$ cat src/rtl/lmx_pkg.sv
package lmx_pkg;

    localparam int NODES_DEF  = 8;
    localparam int STAMP_BITS = 16;
    localparam int ID_W       = 3;
    localparam int ID_N       = 8;
    localparam int FILL_CMD_W = 7;
    localparam int CFG_IDX_W  = 1;
    localparam int CFG_DATA_W = 4;

    localparam logic [CFG_IDX_W-1:0] CFG_SELF_ID    = 1'd0;
    localparam logic [CFG_IDX_W-1:0] CFG_NODE_COUNT = 1'd1;

    localparam logic [1:0] MODE_REQUEST = 2'd0;
    localparam logic [1:0] MODE_MSG     = 2'd1;
    localparam logic [1:0] MODE_EXIT    = 2'd2;

    localparam logic [1:0] MSG_REQUEST = 2'd0;
    localparam logic [1:0] MSG_REPLY   = 2'd1;
    localparam logic [1:0] MSG_RELEASE = 2'd2;

    localparam logic [2:0] EV_SEND     = 3'd0;
    localparam logic [2:0] EV_ENTER    = 3'd1;
    localparam logic [2:0] EV_BAD_REL  = 3'd2;
    localparam logic [2:0] EV_OVERFLOW = 3'd3;
    localparam logic [2:0] EV_EXIT_BAD = 3'd4;

    typedef struct packed {
        logic [STAMP_BITS-1:0] stamp;
        logic [ID_W-1:0]       id;
    } t_entry;

    typedef struct packed {
        logic                  insert;
        logic                  pop;
        t_entry                key;
        logic [FILL_CMD_W-1:0] fill;
        logic [ID_W-1:0]       self_id;
    } t_qcmd;

    function automatic logic [STAMP_BITS-1:0] f_bump(input logic [STAMP_BITS-1:0] c);
        return (&c) ? c : c + 1'b1;
    endfunction

endpackage

$ cat src/rtl/lmx_in_if.sv
interface lmx_in_if;
    logic       valid;
    logic       ready;
    logic [1:0] mode;
    logic [1:0] msg_kind;
    logic [15:0] msg_stamp;
    logic [2:0] msg_sender;

    modport source (output valid, mode, msg_kind, msg_stamp, msg_sender, input ready);
    modport sink   (input valid, mode, msg_kind, msg_stamp, msg_sender, output ready);
endinterface

$ cat src/rtl/lmx_out_if.sv
interface lmx_out_if;
    logic        valid;
    logic        ready;
    logic [2:0]  event_res;
    logic [1:0]  send_kind;
    logic [2:0]  dest_node;
    logic [15:0] stamp_out;
    logic        last;

    modport source (output valid, event_res, send_kind, dest_node, stamp_out, last,
                    input ready);
    modport sink   (input valid, event_res, send_kind, dest_node, stamp_out, last,
                    output ready);
endinterface

$ cat src/rtl/lamport_mutex_node.sv
// Lamport mutual exclusion node, one item at a time. After the accepting edge an item
// passes through an update, an evaluate and an emit state; a broadcast then walks the ids
// up to the highest peer, and entry adds one more state before ready returns (an ignored
// item goes back to idle after its update), plus any output stalls. Queue ops run in the
// cell row. Reset (synchronous, active low): clock, fill, replies, holding and config
// cleared (self id 0, node count 1); queue contents are not cleared.
module lamport_mutex_node #(
    parameter int NODES = lmx_pkg::NODES_DEF
) (
    input  logic                           i_clk,
    input  logic                           i_rst_n,
    input  logic                           i_cfg_we,
    input  logic [lmx_pkg::CFG_IDX_W-1:0]  i_cfg_idx,
    input  logic [lmx_pkg::CFG_DATA_W-1:0] i_cfg_data,
    lmx_in_if.sink                         i_in,
    lmx_out_if.source                      o_out
);
    import lmx_pkg::*;

    localparam int FW = $clog2(NODES + 1);

    // sequencer states
    typedef enum logic [5:0] {
        S_IDLE  = 6'b000001,
        S_EXEC  = 6'b000010,
        S_EVAL  = 6'b000100,
        S_EMIT  = 6'b001000,
        S_BCAST = 6'b010000,
        S_ENTER = 6'b100000
    } t_state;

    t_state r_state, n_state;

    // config
    logic [ID_W-1:0] r_self,  n_self;
    logic [3:0]      r_count, n_count;

    // node state
    logic [STAMP_BITS-1:0] r_clock, n_clock;
    logic [FW-1:0]         r_fill,  n_fill;
    logic [ID_N-1:0]       r_mask,  n_mask;
    logic                  r_hold,  n_hold;

    // latched item
    logic [1:0]            r_mode, r_kind;
    logic [STAMP_BITS-1:0] r_stamp;
    logic [ID_W-1:0]       r_sender;

    // pending work of the item
    logic            r_sv,    n_sv;     // one single event queued
    logic [2:0]      r_sev,   n_sev;
    logic [1:0]      r_skind, n_skind;
    logic [ID_W-1:0] r_sdest, n_sdest;
    logic            r_bc,    n_bc;     // broadcast to all peers
    logic [1:0]      r_bkind, n_bkind;
    logic            r_entry, n_entry;
    logic [ID_W-1:0] r_idx,   n_idx;

    // output register
    logic                  r_ov, n_ov;
    logic [2:0]            r_oev, n_oev;
    logic [1:0]            r_okind, n_okind;
    logic [ID_W-1:0]       r_odest, n_odest;
    logic [STAMP_BITS-1:0] r_ostamp, n_ostamp;
    logic                  r_olast, n_olast;

    // cell row
    t_qcmd              w_cmd;
    t_entry             w_ent [NODES];
    logic [NODES-1:0]   w_after;
    logic [NODES-1:0]   w_own;

    logic [3:0]      w_lim;
    logic [ID_N-1:0] w_need;
    logic [ID_N-1:0] w_hi;
    logic            w_later;
    logic            w_full;
    logic            w_own_q;
    logic            w_free;
    logic            w_accept;
    logic [STAMP_BITS-1:0] w_max;

    genvar g;
    generate
        for (g = 0; g < NODES; g++) begin : g_cell
            t_entry w_left, w_right;
            logic   w_left_after;
            if (g == 0) begin : g_first
                assign w_left       = '0;
                assign w_left_after = 1'b0;
            end else begin : g_mid
                assign w_left       = w_ent[g-1];
                assign w_left_after = w_after[g-1];
            end
            if (g == NODES - 1) begin : g_tail
                assign w_right = w_ent[g];
            end else begin : g_body
                assign w_right = w_ent[g+1];
            end
            lmx_cell #(.IDX(g)) u_cell (
                .i_clk        (i_clk),
                .i_cmd        (w_cmd),
                .i_left       (w_left),
                .i_left_after (w_left_after),
                .i_right      (w_right),
                .o_entry      (w_ent[g]),
                .o_after      (w_after[g]),
                .o_own        (w_own[g])
            );
        end
    endgenerate

    // effective count: zero acts as one; ids at or above NODES are never peers
    assign w_lim = (r_count == 4'd0) ? 4'd1 : r_count;
    always_comb begin
        for (int i = 0; i < ID_N; i++) begin
            w_need[i] = (4'(i) < w_lim) && (i < NODES) && (ID_W'(i) != r_self);
        end
    end

    assign w_hi     = {ID_N{1'b1}} << (r_idx + 1'b1);
    assign w_later  = |(w_need & w_hi) && (r_idx != {ID_W{1'b1}});
    assign w_full   = (r_fill == FW'(NODES));
    assign w_own_q  = |w_own;
    assign w_free   = !r_ov || o_out.ready;
    assign w_accept = i_in.valid && i_in.ready;
    assign w_max    = (r_clock > r_stamp) ? r_clock : r_stamp;

    assign i_in.ready = (r_state == S_IDLE);

    assign o_out.valid     = r_ov;
    assign o_out.event_res = r_oev;
    assign o_out.send_kind = r_okind;
    assign o_out.dest_node = r_odest;
    assign o_out.stamp_out = r_ostamp;
    assign o_out.last      = r_olast;

    always_comb begin
        n_state  = r_state;
        n_self   = r_self;
        n_count  = r_count;
        n_clock  = r_clock;
        n_fill   = r_fill;
        n_mask   = r_mask;
        n_hold   = r_hold;
        n_sv     = r_sv;
        n_sev    = r_sev;
        n_skind  = r_skind;
        n_sdest  = r_sdest;
        n_bc     = r_bc;
        n_bkind  = r_bkind;
        n_entry  = r_entry;
        n_idx    = r_idx;
        n_ov     = r_ov && !o_out.ready;
        n_oev    = r_oev;
        n_okind  = r_okind;
        n_odest  = r_odest;
        n_ostamp = r_ostamp;
        n_olast  = r_olast;

        w_cmd.insert    = 1'b0;
        w_cmd.pop       = 1'b0;
        w_cmd.key.stamp = r_stamp;
        w_cmd.key.id    = r_sender;
        w_cmd.fill      = FILL_CMD_W'(r_fill);
        w_cmd.self_id   = r_self;

        if (i_cfg_we) begin
            case (i_cfg_idx)
                CFG_SELF_ID:    n_self  = i_cfg_data[ID_W-1:0];
                CFG_NODE_COUNT: n_count = i_cfg_data;
                default: ;
            endcase
        end

        case (r_state)
            S_IDLE: begin
                if (w_accept) begin
                    n_state = S_EXEC;
                end
            end

            // apply the item to clock, queue and replies; no entry check yet
            S_EXEC: begin
                n_sv    = 1'b0;
                n_bc    = 1'b0;
                n_state = S_EVAL;
                case (r_mode)
                    MODE_REQUEST: begin
                        if (r_hold || w_own_q) begin
                            n_state = S_IDLE;      // repeated request: ignored
                        end else if (w_full) begin
                            n_sv    = 1'b1;
                            n_sev   = EV_OVERFLOW;
                        end else begin
                            n_clock         = f_bump(r_clock);
                            n_mask          = '0;
                            n_bc            = 1'b1;
                            n_bkind         = MSG_REQUEST;
                            w_cmd.insert    = 1'b1;
                            w_cmd.key.stamp = f_bump(r_clock);
                            w_cmd.key.id    = r_self;
                            n_fill          = r_fill + 1'b1;
                        end
                    end
                    MODE_MSG: begin
                        n_clock = f_bump(w_max);
                        if (!w_need[r_sender]) begin
                            n_state = S_IDLE;      // self or unknown sender
                        end else begin
                            case (r_kind)
                                MSG_REQUEST: begin
                                    if (w_full) begin
                                        n_sv  = 1'b1;
                                        n_sev = EV_OVERFLOW;
                                    end else begin
                                        w_cmd.insert = 1'b1;
                                        n_fill       = r_fill + 1'b1;
                                        n_sv         = 1'b1;
                                        n_sev        = EV_SEND;
                                        n_skind      = MSG_REPLY;
                                        n_sdest      = r_sender;
                                    end
                                end
                                MSG_REPLY: begin
                                    n_mask[r_sender] = 1'b1;
                                end
                                MSG_RELEASE: begin
                                    if (r_fill != '0 && w_ent[0].id == r_sender) begin
                                        w_cmd.pop = 1'b1;
                                        n_fill    = r_fill - 1'b1;
                                    end else begin
                                        n_sv  = 1'b1;
                                        n_sev = EV_BAD_REL;
                                    end
                                end
                                default: ;
                            endcase
                        end
                    end
                    MODE_EXIT: begin
                        if (!r_hold) begin
                            n_sv  = 1'b1;
                            n_sev = EV_EXIT_BAD;
                        end else begin
                            n_bc    = 1'b1;
                            n_bkind = MSG_RELEASE;
                            n_mask  = '0;
                            n_hold  = 1'b0;
                            if (r_fill != '0) begin
                                w_cmd.pop = 1'b1;
                                n_fill    = r_fill - 1'b1;
                            end
                        end
                    end
                    default: n_state = S_IDLE;
                endcase
                if (n_sev != EV_SEND) begin
                    n_skind = MSG_REQUEST;
                    n_sdest = '0;
                end
            end

            // decide entry on the updated state so the last flag is known early
            S_EVAL: begin
                n_entry = !r_hold && r_fill != '0 && w_ent[0].id == r_self &&
                          ((r_mask & w_need) == w_need);
                n_idx   = '0;
                n_state = S_EMIT;
            end

            S_EMIT: begin
                if (!r_sv || w_free) begin
                    if (r_sv) begin
                        n_ov     = 1'b1;
                        n_oev    = r_sev;
                        n_okind  = r_skind;
                        n_odest  = r_sdest;
                        n_ostamp = r_clock;
                        n_olast  = !r_entry && !r_bc;
                    end
                    n_state = r_bc ? S_BCAST : (r_entry ? S_ENTER : S_IDLE);
                end
            end

            // walk ids in order, one send per peer
            S_BCAST: begin
                if (!w_need[r_idx] || w_free) begin
                    if (w_need[r_idx]) begin
                        n_ov     = 1'b1;
                        n_oev    = EV_SEND;
                        n_okind  = r_bkind;
                        n_odest  = r_idx;
                        n_ostamp = r_clock;
                        n_olast  = !w_later && !r_entry;
                    end
                    n_idx = r_idx + 1'b1;
                    if (!w_later) begin
                        n_state = r_entry ? S_ENTER : S_IDLE;
                    end
                end
            end

            S_ENTER: begin
                if (w_free) begin
                    n_clock  = f_bump(r_clock);
                    n_hold   = 1'b1;
                    n_ov     = 1'b1;
                    n_oev    = EV_ENTER;
                    n_okind  = MSG_REQUEST;
                    n_odest  = '0;
                    n_ostamp = f_bump(r_clock);
                    n_olast  = 1'b1;
                    n_state  = S_IDLE;
                end
            end

            default: n_state = S_IDLE;
        endcase
    end

    always_ff @(posedge i_clk) begin
        if (!i_rst_n) begin
            r_state <= S_IDLE;
            r_self  <= '0;
            r_count <= 4'd1;
            r_clock <= '0;
            r_fill  <= '0;
            r_mask  <= '0;
            r_hold  <= 1'b0;
            r_sv    <= 1'b0;
            r_bc    <= 1'b0;
            r_entry <= 1'b0;
            r_ov    <= 1'b0;
        end else begin
            r_state <= n_state;
            r_self  <= n_self;
            r_count <= n_count;
            r_clock <= n_clock;
            r_fill  <= n_fill;
            r_mask  <= n_mask;
            r_hold  <= n_hold;
            r_sv    <= n_sv;
            r_bc    <= n_bc;
            r_entry <= n_entry;
            r_ov    <= n_ov;
        end
    end

    always_ff @(posedge i_clk) begin
        if (w_accept) begin
            r_mode   <= i_in.mode;
            r_kind   <= i_in.msg_kind;
            r_stamp  <= i_in.msg_stamp;
            r_sender <= i_in.msg_sender;
        end
        r_sev    <= n_sev;
        r_skind  <= n_skind;
        r_sdest  <= n_sdest;
        r_bkind  <= n_bkind;
        r_idx    <= n_idx;
        r_oev    <= n_oev;
        r_okind  <= n_okind;
        r_odest  <= n_odest;
        r_ostamp <= n_ostamp;
        r_olast  <= n_olast;
    end

endmodule

$ cat src/rtl/lmx_cell.sv
module lmx_cell #(
    parameter int IDX = 0
) (
    input  logic           i_clk,
    input  lmx_pkg::t_qcmd i_cmd,
    input  lmx_pkg::t_entry i_left,
    input  logic           i_left_after,
    input  lmx_pkg::t_entry i_right,
    output lmx_pkg::t_entry o_entry,
    output logic           o_after,
    output logic           o_own
);
    import lmx_pkg::*;

    localparam logic [FILL_CMD_W-1:0] POS = FILL_CMD_W'(IDX);

    t_entry r_ent;
    t_entry n_ent;
    logic   w_occ;

    assign w_occ   = POS < i_cmd.fill;
    // entry sorts after the new key, so it moves one place right on insert
    assign o_after = w_occ && ((r_ent.stamp > i_cmd.key.stamp) ||
                     (r_ent.stamp == i_cmd.key.stamp && r_ent.id > i_cmd.key.id));
    assign o_own   = w_occ && (r_ent.id == i_cmd.self_id);
    assign o_entry = r_ent;

    always_comb begin
        n_ent = r_ent;
        if (i_cmd.pop) begin
            n_ent = i_right;
        end else if (i_cmd.insert) begin
            if (i_left_after) begin
                n_ent = i_left;
            end else if (o_after || POS == i_cmd.fill) begin
                n_ent = i_cmd.key;
            end
        end
    end

    always_ff @(posedge i_clk) begin
        r_ent <= n_ent;
    end

endmodule

$ cat src/flat_wrapper.sv
// flat-port wrapper written by rule: the top's interface ports become plain ports
module lamport_mutex_node_flat import lmx_pkg::*;
#(
    parameter int NODES = lmx_pkg::NODES_DEF
)
  (i_clk, i_rst_n, i_cfg_we, i_cfg_idx, i_cfg_data, i_in_valid, i_in_mode, i_in_msg_kind, i_in_msg_stamp, i_in_msg_sender, i_in_ready, o_out_valid, o_out_event_res, o_out_send_kind, o_out_dest_node, o_out_stamp_out, o_out_last, o_out_ready);
  lmx_in_if i_in_i ();
  lmx_out_if o_out_i ();
  input  logic i_clk;
  input  logic i_rst_n;
  input  logic i_cfg_we;
  input  logic [lmx_pkg::CFG_IDX_W-1:0] i_cfg_idx;
  input  logic [lmx_pkg::CFG_DATA_W-1:0] i_cfg_data;
  input wire logic [$bits(i_in_i.valid)-1:0] i_in_valid;
  input wire logic [$bits(i_in_i.mode)-1:0] i_in_mode;
  input wire logic [$bits(i_in_i.msg_kind)-1:0] i_in_msg_kind;
  input wire logic [$bits(i_in_i.msg_stamp)-1:0] i_in_msg_stamp;
  input wire logic [$bits(i_in_i.msg_sender)-1:0] i_in_msg_sender;
  output wire logic [$bits(i_in_i.ready)-1:0] i_in_ready;
  output wire logic [$bits(o_out_i.valid)-1:0] o_out_valid;
  output wire logic [$bits(o_out_i.event_res)-1:0] o_out_event_res;
  output wire logic [$bits(o_out_i.send_kind)-1:0] o_out_send_kind;
  output wire logic [$bits(o_out_i.dest_node)-1:0] o_out_dest_node;
  output wire logic [$bits(o_out_i.stamp_out)-1:0] o_out_stamp_out;
  output wire logic [$bits(o_out_i.last)-1:0] o_out_last;
  input wire logic [$bits(o_out_i.ready)-1:0] o_out_ready;
  assign i_in_i.valid = i_in_valid;
  assign i_in_i.mode = i_in_mode;
  assign i_in_i.msg_kind = i_in_msg_kind;
  assign i_in_i.msg_stamp = i_in_msg_stamp;
  assign i_in_i.msg_sender = i_in_msg_sender;
  assign i_in_ready = i_in_i.ready;
  assign o_out_valid = o_out_i.valid;
  assign o_out_event_res = o_out_i.event_res;
  assign o_out_send_kind = o_out_i.send_kind;
  assign o_out_dest_node = o_out_i.dest_node;
  assign o_out_stamp_out = o_out_i.stamp_out;
  assign o_out_last = o_out_i.last;
  assign o_out_i.ready = o_out_ready;
  lamport_mutex_node #(.NODES(NODES)) u_core (.i_clk(i_clk), .i_rst_n(i_rst_n), .i_cfg_we(i_cfg_we), .i_cfg_idx(i_cfg_idx), .i_cfg_data(i_cfg_data), .i_in(i_in_i), .o_out(o_out_i));
endmodule
$ cat config.mk
export PLATFORM = sky130hd
export DESIGN_NAME = lamport_mutex_node_flat
export DESIGN_NICKNAME = d
export VERILOG_FILES = /design/src/rtl/lmx_pkg.sv /design/src/rtl/lmx_in_if.sv /design/src/rtl/lmx_out_if.sv /design/src/rtl/lamport_mutex_node.sv /design/src/rtl/lmx_cell.sv /design/src/flat_wrapper.sv
export SDC_FILE = /design/constraint.sdc
export NUM_CORES = 1
export LEC_CHECK = 0
export BUFFER_PORTS_ARGS = -buffer_cell sky130_fd_sc_hd__buf_2
export CORE_MARGIN = 3
export CORE_UTILIZATION = 50
export DETAILED_ROUTE_END_ITERATION = 7
export PLACE_DENSITY = 0.71
export SETUP_SLACK_MARGIN = 0.15
export SYNTH_ARGS = -nofsm -noshare
export SYNTH_HDL_FRONTEND = slang
export SYNTH_SLANG_ARGS = --single-unit
$ cat constraint.sdc
create_clock -name i_clk -period 6.1 [get_ports i_clk]
set_input_delay 0.305 -clock i_clk [delete_from_list [all_inputs] [get_ports i_clk]]
set_output_delay 0.305 -clock i_clk [all_outputs]
set_load 0.01 [all_outputs]
Yosys cells after proc, flatten, opt, wreduce, memory -nomap -nowiden:

Index checks and enable logic that the tools add are counted.

* add/sub/neg operators: 5
* multipliers: 0
* divide/modulo/power cells: 0
* magnitude comparators: 36
* equality and inequality tests: 64
* shift operators: 1
* mux-type cells: 152
* bitwise logic cells: 5
* reductions and logical operators: 117

Operators by type and width (count)
* $mux 19: 32
* $mux 16: 10
* $gt 16x16->1: 9
* $eq 16x16->1: 8
* $mux 3: 23
* $pmux 16 s2: 2
* $pmux 16 s3: 1
* $logic_and 1x1->1: 42
* $mux 6: 7
* $mux 8: 5
* $pmux 6 s6: 1
* $add 16x1->16 const B: 2
* $lt 3x4->1 const A: 8
* $reduce_and 16->1: 2
* $reduce_bool 3->1: 10
* $mux 2: 14
* $mux 4: 7
* $eq 3x3->1: 9
* $mux 1: 27
* $pmux 3 s3: 3
* $gt 3x3->1: 8
* $pmux 8 s3: 1
* $mux 21: 1
* $logic_or 1x1->1: 20
* 54 further kinds: 128

* bits in registers: 259
* latch bits: 0
* RAM bits: 0
* memory bits (read-only): 0
* input port bits: 33
* output and inout port bits: 27
* logic and storage cells: 421
* memories: 0

Logic depth before layout (Yosys ltp):

* depth after elaboration: 18
* mapped depth: 24
* gate-level depth less buffers: 20

Hierarchy:

A second synthesis with hierarchy kept.

* cells, all modules: 2122
* area total of the unflattened synthesis: 19493.7 um^2

Modules (own cells, without submodules)
* lamport_mutex_node: instances 1, cells each 840, area an instance 7121.8 um^2, seq. area each 2692.6 um^2
* lmx_cell (u_core.g_cell[7].u_cell): instances 1, cells each 160, area an instance 1565.3 um^2, seq. area each 570.5 um^2
* lmx_cell (u_core.g_cell[3].u_cell): instances 1, cells each 159, area an instance 1564.0 um^2, seq. area each 570.5 um^2
* lmx_cell (u_core.g_cell[1].u_cell): instances 1, cells each 159, area an instance 1560.2 um^2, seq. area each 570.5 um^2
* lmx_cell (u_core.g_cell[5].u_cell): instances 1, cells each 160, area an instance 1559.0 um^2, seq. area each 570.5 um^2
* lmx_cell (u_core.g_cell[2].u_cell): instances 1, cells each 162, area an instance 1552.7 um^2, seq. area each 570.5 um^2
* lmx_cell (u_core.g_cell[6].u_cell): instances 1, cells each 161, area an instance 1527.7 um^2, seq. area each 570.5 um^2
* lmx_cell (u_core.g_cell[0].u_cell): instances 1, cells each 159, area an instance 1524.0 um^2, seq. area each 570.5 um^2
* lmx_cell (u_core.g_cell[4].u_cell): instances 1, cells each 162, area an instance 1519.0 um^2, seq. area each 570.5 um^2

Worst setup path after synthesis:

OpenSTA, ideal clock, no wires.

* path kind: flip-flop to flip-flop
* start: reg u_core.r_fill[0]
* end: reg u_core.g_cell[4].u_cell.r_ent (netlist bit u_core.g_cell[4].u_cell.o_entry[0]), enable pin
* library setup time: 0.421 ns
* data arrival time: 6.102 ns
* data required time: 5.679 ns
* setup slack: -0.424 ns
* cell stages (with the launch flop): 22
* path buffers: 3
* period minus slack after synthesis: 6.524 ns
* cell sequence: dfxtp_1 > inv_1 > ha_1 > nand3b_1 > nand4_2 > or4_4 > or3_1 > buf_2 > clkbuf_1 > o21ai_1 > inv_1 > ha_1 > nand4_1 > or2_2 > nor3_1 > nand2_1 > mux2i_1 > o2111ai_1 > o31ai_1 > buf_2 > a221oi_1 > o21ai_0

* longest elaborated chain between the ends: 14
* elaborated cells between the ends (all ways): 52
* those cells by class: order compare: 12; eq/ne: 4; mux: 14; reduce/logical: 22

RTL lines
* start: declaration: RTL line lamport_mutex_node.sv:40 `logic [FW-1:0] r_fill, n_fill;`
* start signal: assignment: RTL line lamport_mutex_node.sv:340 `r_fill <= n_fill;`
* branches (longest 13 deep; another with $gt 16x16->1)
* $reduce_and 2->1 (no source line) *
* end signal: assignment: RTL line lmx_cell.sv:42 `r_ent <= n_ent;`
* end: declaration: RTL line lmx_cell.sv:17 `t_entry r_ent;`

Mark *: on every way between the ends.
A chain may end at the register's enable or synchronous reset.

Worst setup path in the final report:

* start: reg u_core.r_fill[0]
* end: reg u_core.g_cell[2].u_cell.r_ent (netlist bit u_core.g_cell[2].u_cell.o_entry[18]), enable pin

* longest elaborated chain between the ends: 14
* elaborated cells between the ends (all ways): 52
* those cells by class: order compare: 12; eq/ne: 4; mux: 14; reduce/logical: 22

RTL lines (RTL line)
* branches (longest 13 deep; another with $gt 16x16->1)
* $reduce_and 2->1 (no source line) *
* end signal: assignment: lmx_cell.sv:42
* end: declaration: lmx_cell.sv:17

Marks and branches as above.

==> results.sh <==
export IMPL_status="complete, no violations"
export IMPL_die_x_um=199
export IMPL_startpoint_type="flop"
export IMPL_cp_slowest_stage_delay_ps=610
export IMPL_viasPerCell=6.34
export IMPL_endpoint_kind="flop"
export IMPL_antenna_found_initial=0
export IMPL_setup_violations=0
export IMPL_finalMaxSlewViolations=0
export IMPL_cts_clk_slew_worst_paths_ps=70
export IMPL_ys_ff_latch=257
export IMPL_ys_types=91
export IMPL_path_cells="ha_1 -> a21oi_1 -> nor4_1 -> or4_1 -> or3_1 -> buf_12 -> o21ai_2 -> inv_2 -> ha_1 -> nand4_1 -> nor4_2 -> or2_2 -> a211oi_1 -> nor4_1 -> o2bb2ai_1 -> and2_1 -> a211oi_1 -> o21ai_2 -> buf_12"
export IMPL_chipHeight_um=199
export IMPL_cts_tree="done"
export IMPL_layout_common_cells="nand2_1, edfxtp_1, ha_1, nor2_1, a21oi_1"
export IMPL_synth_flop_cell="edfxtp_1"
export IMPL_antenna_left=0
export IMPL_worst_slew_pin_slew_ps=1140
export IMPL_dp_hpwl_um=40800
export IMPL_final_hold_violation_count=0
export IMPL_async_reset_ff_share_pct=0
export IMPL_worstSkewPairLatency_ps=580
export IMPL_grt_pass1_vias=15647
export IMPL_portBuffers=59
export IMPL_synth_xor_area_share_pct=3.06
export IMPL_synthSimpleGateAreaFrac_pct=16.5
export IMPL_worst_slack_ps=294
export IMPL_drv_cap=0
export IMPL_dp_slack_ps=-6.43
export IMPL_grt_overflow_total=0
export IMPL_cts_buffers=30
export IMPL_fin_skew_ps=23.8
export IMPL_dr_first_iter_drc_count=1951
export IMPL_mostFrequentLayoutCell="nand2_1"
export IMPL_clk_path_buf_depth=3
export IMPL_areaGrowthSynthToFinish_pct=13.8
export IMPL_seq_area_frac_synth_pct=39.1
export IMPL_synth_avg_cell_area_um2=9.33
export IMPL_initial_core_util_pct=51.5
export IMPL_fmax_ghz=0.172
export IMPL_crit_path_max_fanout=32
export IMPL_yosys_area_share_adder_pct=12.0
export IMPL_finalCritPeriodShare_pct=95.2
export IMPL_synth_net_count=2200
export IMPL_drt_pass1_iterations=6
export IMPL_rows=69
export IMPL_drc=0
export IMPL_fin_util_pct=58.6
export IMPL_drive_above_1_share_pct=13.3
export IMPL_cts_root_buf="clkbuf_16"
export IMPL_synth_top_family_by_area="compound AO/OA/AOI/OAI gates"
export IMPL_grt_max_degree=100
export IMPL_wl_per_cell_um=22.0
export IMPL_insertedDiodeCount=0
export IMPL_yosysWarningCount=0
export IMPL_crit_arrival_ps=6130
export IMPL_leakage_nw=8.52
export IMPL_fin_crit_ps=5810
export IMPL_core_area_um2=36100
export IMPL_cp_required_ps=6420
export IMPL_fin_area_um2=21100
export IMPL_htreeDepth=1
export IMPL_num_fill_cells=3108
export IMPL_crit_slowest_cell="or4_1"
export IMPL_drt_wl_total_um=56500
export IMPL_grt_pass1_wl_um=87400
export IMPL_synth_compound_area_share_pct=17.1
export IMPL_p_total_w=0.00463
export IMPL_die_area_um2=39500
export IMPL_vias=16269
export IMPL_crit_type="reg -> reg"
export IMPL_synth_edff_count=211
export IMPL_vdd_drop_max_mv=0.183
export IMPL_hold_class="in -> reg"
export IMPL_place_area_um2=19800
export IMPL_pwr_density_cell_nw_per_um2=219
export IMPL_io_pins=60
export IMPL_relSlewSlack_pct=24.0
export IMPL_nets=2299
export IMPL_clock_sinks=257
export IMPL_gp_congestion=0.948
export IMPL_synth_mux_area_share_pct=8.00
export IMPL_synth_area_um2=18600
export IMPL_rsz0062_at_grt="no"
export IMPL_synthCells=1991
export IMPL_grt_usage_pct=28.0
-- metal layers --
| layer | track usage [%] | part of all wire, % | vias to the layer above |
|---|---|---|---|
| met3 | 4.44 | 8.3 | 129 |
| li1 | - | - | 7573 |
| met5 | 0 | 0 | - |
| met4 | 10.8 | 4.1 | 0 |
| met1 | 38.5 | 43 | 7784 |
| met2 | 44.7 | 45 | 783 |
-- critical path: cells and delay by family (launching register included) --
family          cells  cell delay (ps)
fa+ha+maj           2              610
simple gates        8             2590
compound gates      6             1310
buf+inv             3              640
flops               1              370
-- final cells by class --
cell class / instances / area, um^2 / share of cell area [%]
clock inverters: 13 / 123 / 0.580
repair buffers: 170 / 1330 / 6.27
inverters: 89 / 337 / 1.59
clock buffers: 36 / 795 / 3.76
multi-input cells: 1542 / 10700 / 50.7
flip-flops and latches: 257 / 7260 / 34.4
well taps: 461 / 577 / 2.73
-- registers in the layout, indices dropped and copies added (netlist names), 4 cells and up --
name / flops
u_core.g_cell.u_cell.o_entry: 152
u_core.r_clock: 16
u_core.r_fill: 4
u_core.r_mask: 8
u_core.r_state: 6
u_core.r_stamp: 16
u_core.o_out.stamp_out: 16
u_core.r_count: 4
-- report_power, final --
group | leakage, nW | switching (W) | internal, W
logic | 5.80 | 0.000537 | 0.000354
clock network | 0.439 | 0.000739 | 0.000999
registers | 2.28 | 0.0000458 | 0.00196
-- metrics by stage --
step	hold WS (ps)	TNS (ps)	cells
floorplan	404	-4870	1991
global placement	450	0	2490
detailed placement	463	-76.1	2490
CTS	0.124	0	2565
global route	29.4	0	2568
finish	11.0	0	2568
-- cells by family after synthesis --
logic type      after synthesis
buf+inv                     192
compound gates              511
simple gates                645
xor+xnor                     65
flops                       257
fa+ha+maj                   178
mux                         143
-- worst paths after layout --
path,from,end,slack [ps],cells past startpoint
worst min register to register,u_core.r_mask[2],u_core.r_mask[2],470,2
worst max register to register,u_core.r_fill[0],u_core.g_cell[2].u_cell.o_entry[18],290,19
worst max-delay path,u_core.r_fill[0],u_core.g_cell[2].u_cell.o_entry[18],290,19
worst min-delay path,i_cfg_data[0],u_core.r_count[0],10,3
-- cell usage after synthesis (all sizes together), types with 29 or more instances --
| cell | number | area (um^2) |
|---|---|---|
| o21ai | 177 | 886 |
| nor2 | 169 | 637 |
| nand3 | 52 | 260 |
| dfxtp | 46 | 921 |
| clkbuf | 76 | 285 |
| nand2 | 216 | 811 |
| nor3 | 29 | 145 |
| nor2b | 30 | 188 |
| a21oi | 137 | 704 |
| a21o | 34 | 255 |
| xnor2 | 29 | 254 |
| ha | 176 | 2200 |
| inv | 88 | 330 |
| nand4 | 38 | 244 |
| edfxtp | 211 | 6340 |
| mux2i | 117 | 1170 |
| xor2 | 36 | 315 |
-- repair_timing --
item                                    in CTS  in global routing
hold buffers                                26                  0
cloned                                       0                  1
endpoints found under the hold margin       26                  0
buffers inserted                             0                  2
endpoints found under the setup margin     194                283
pin swaps                                    0                  2
resized for setup                           11                 40
Note: power is estimated with default switching activity, not from simulation.
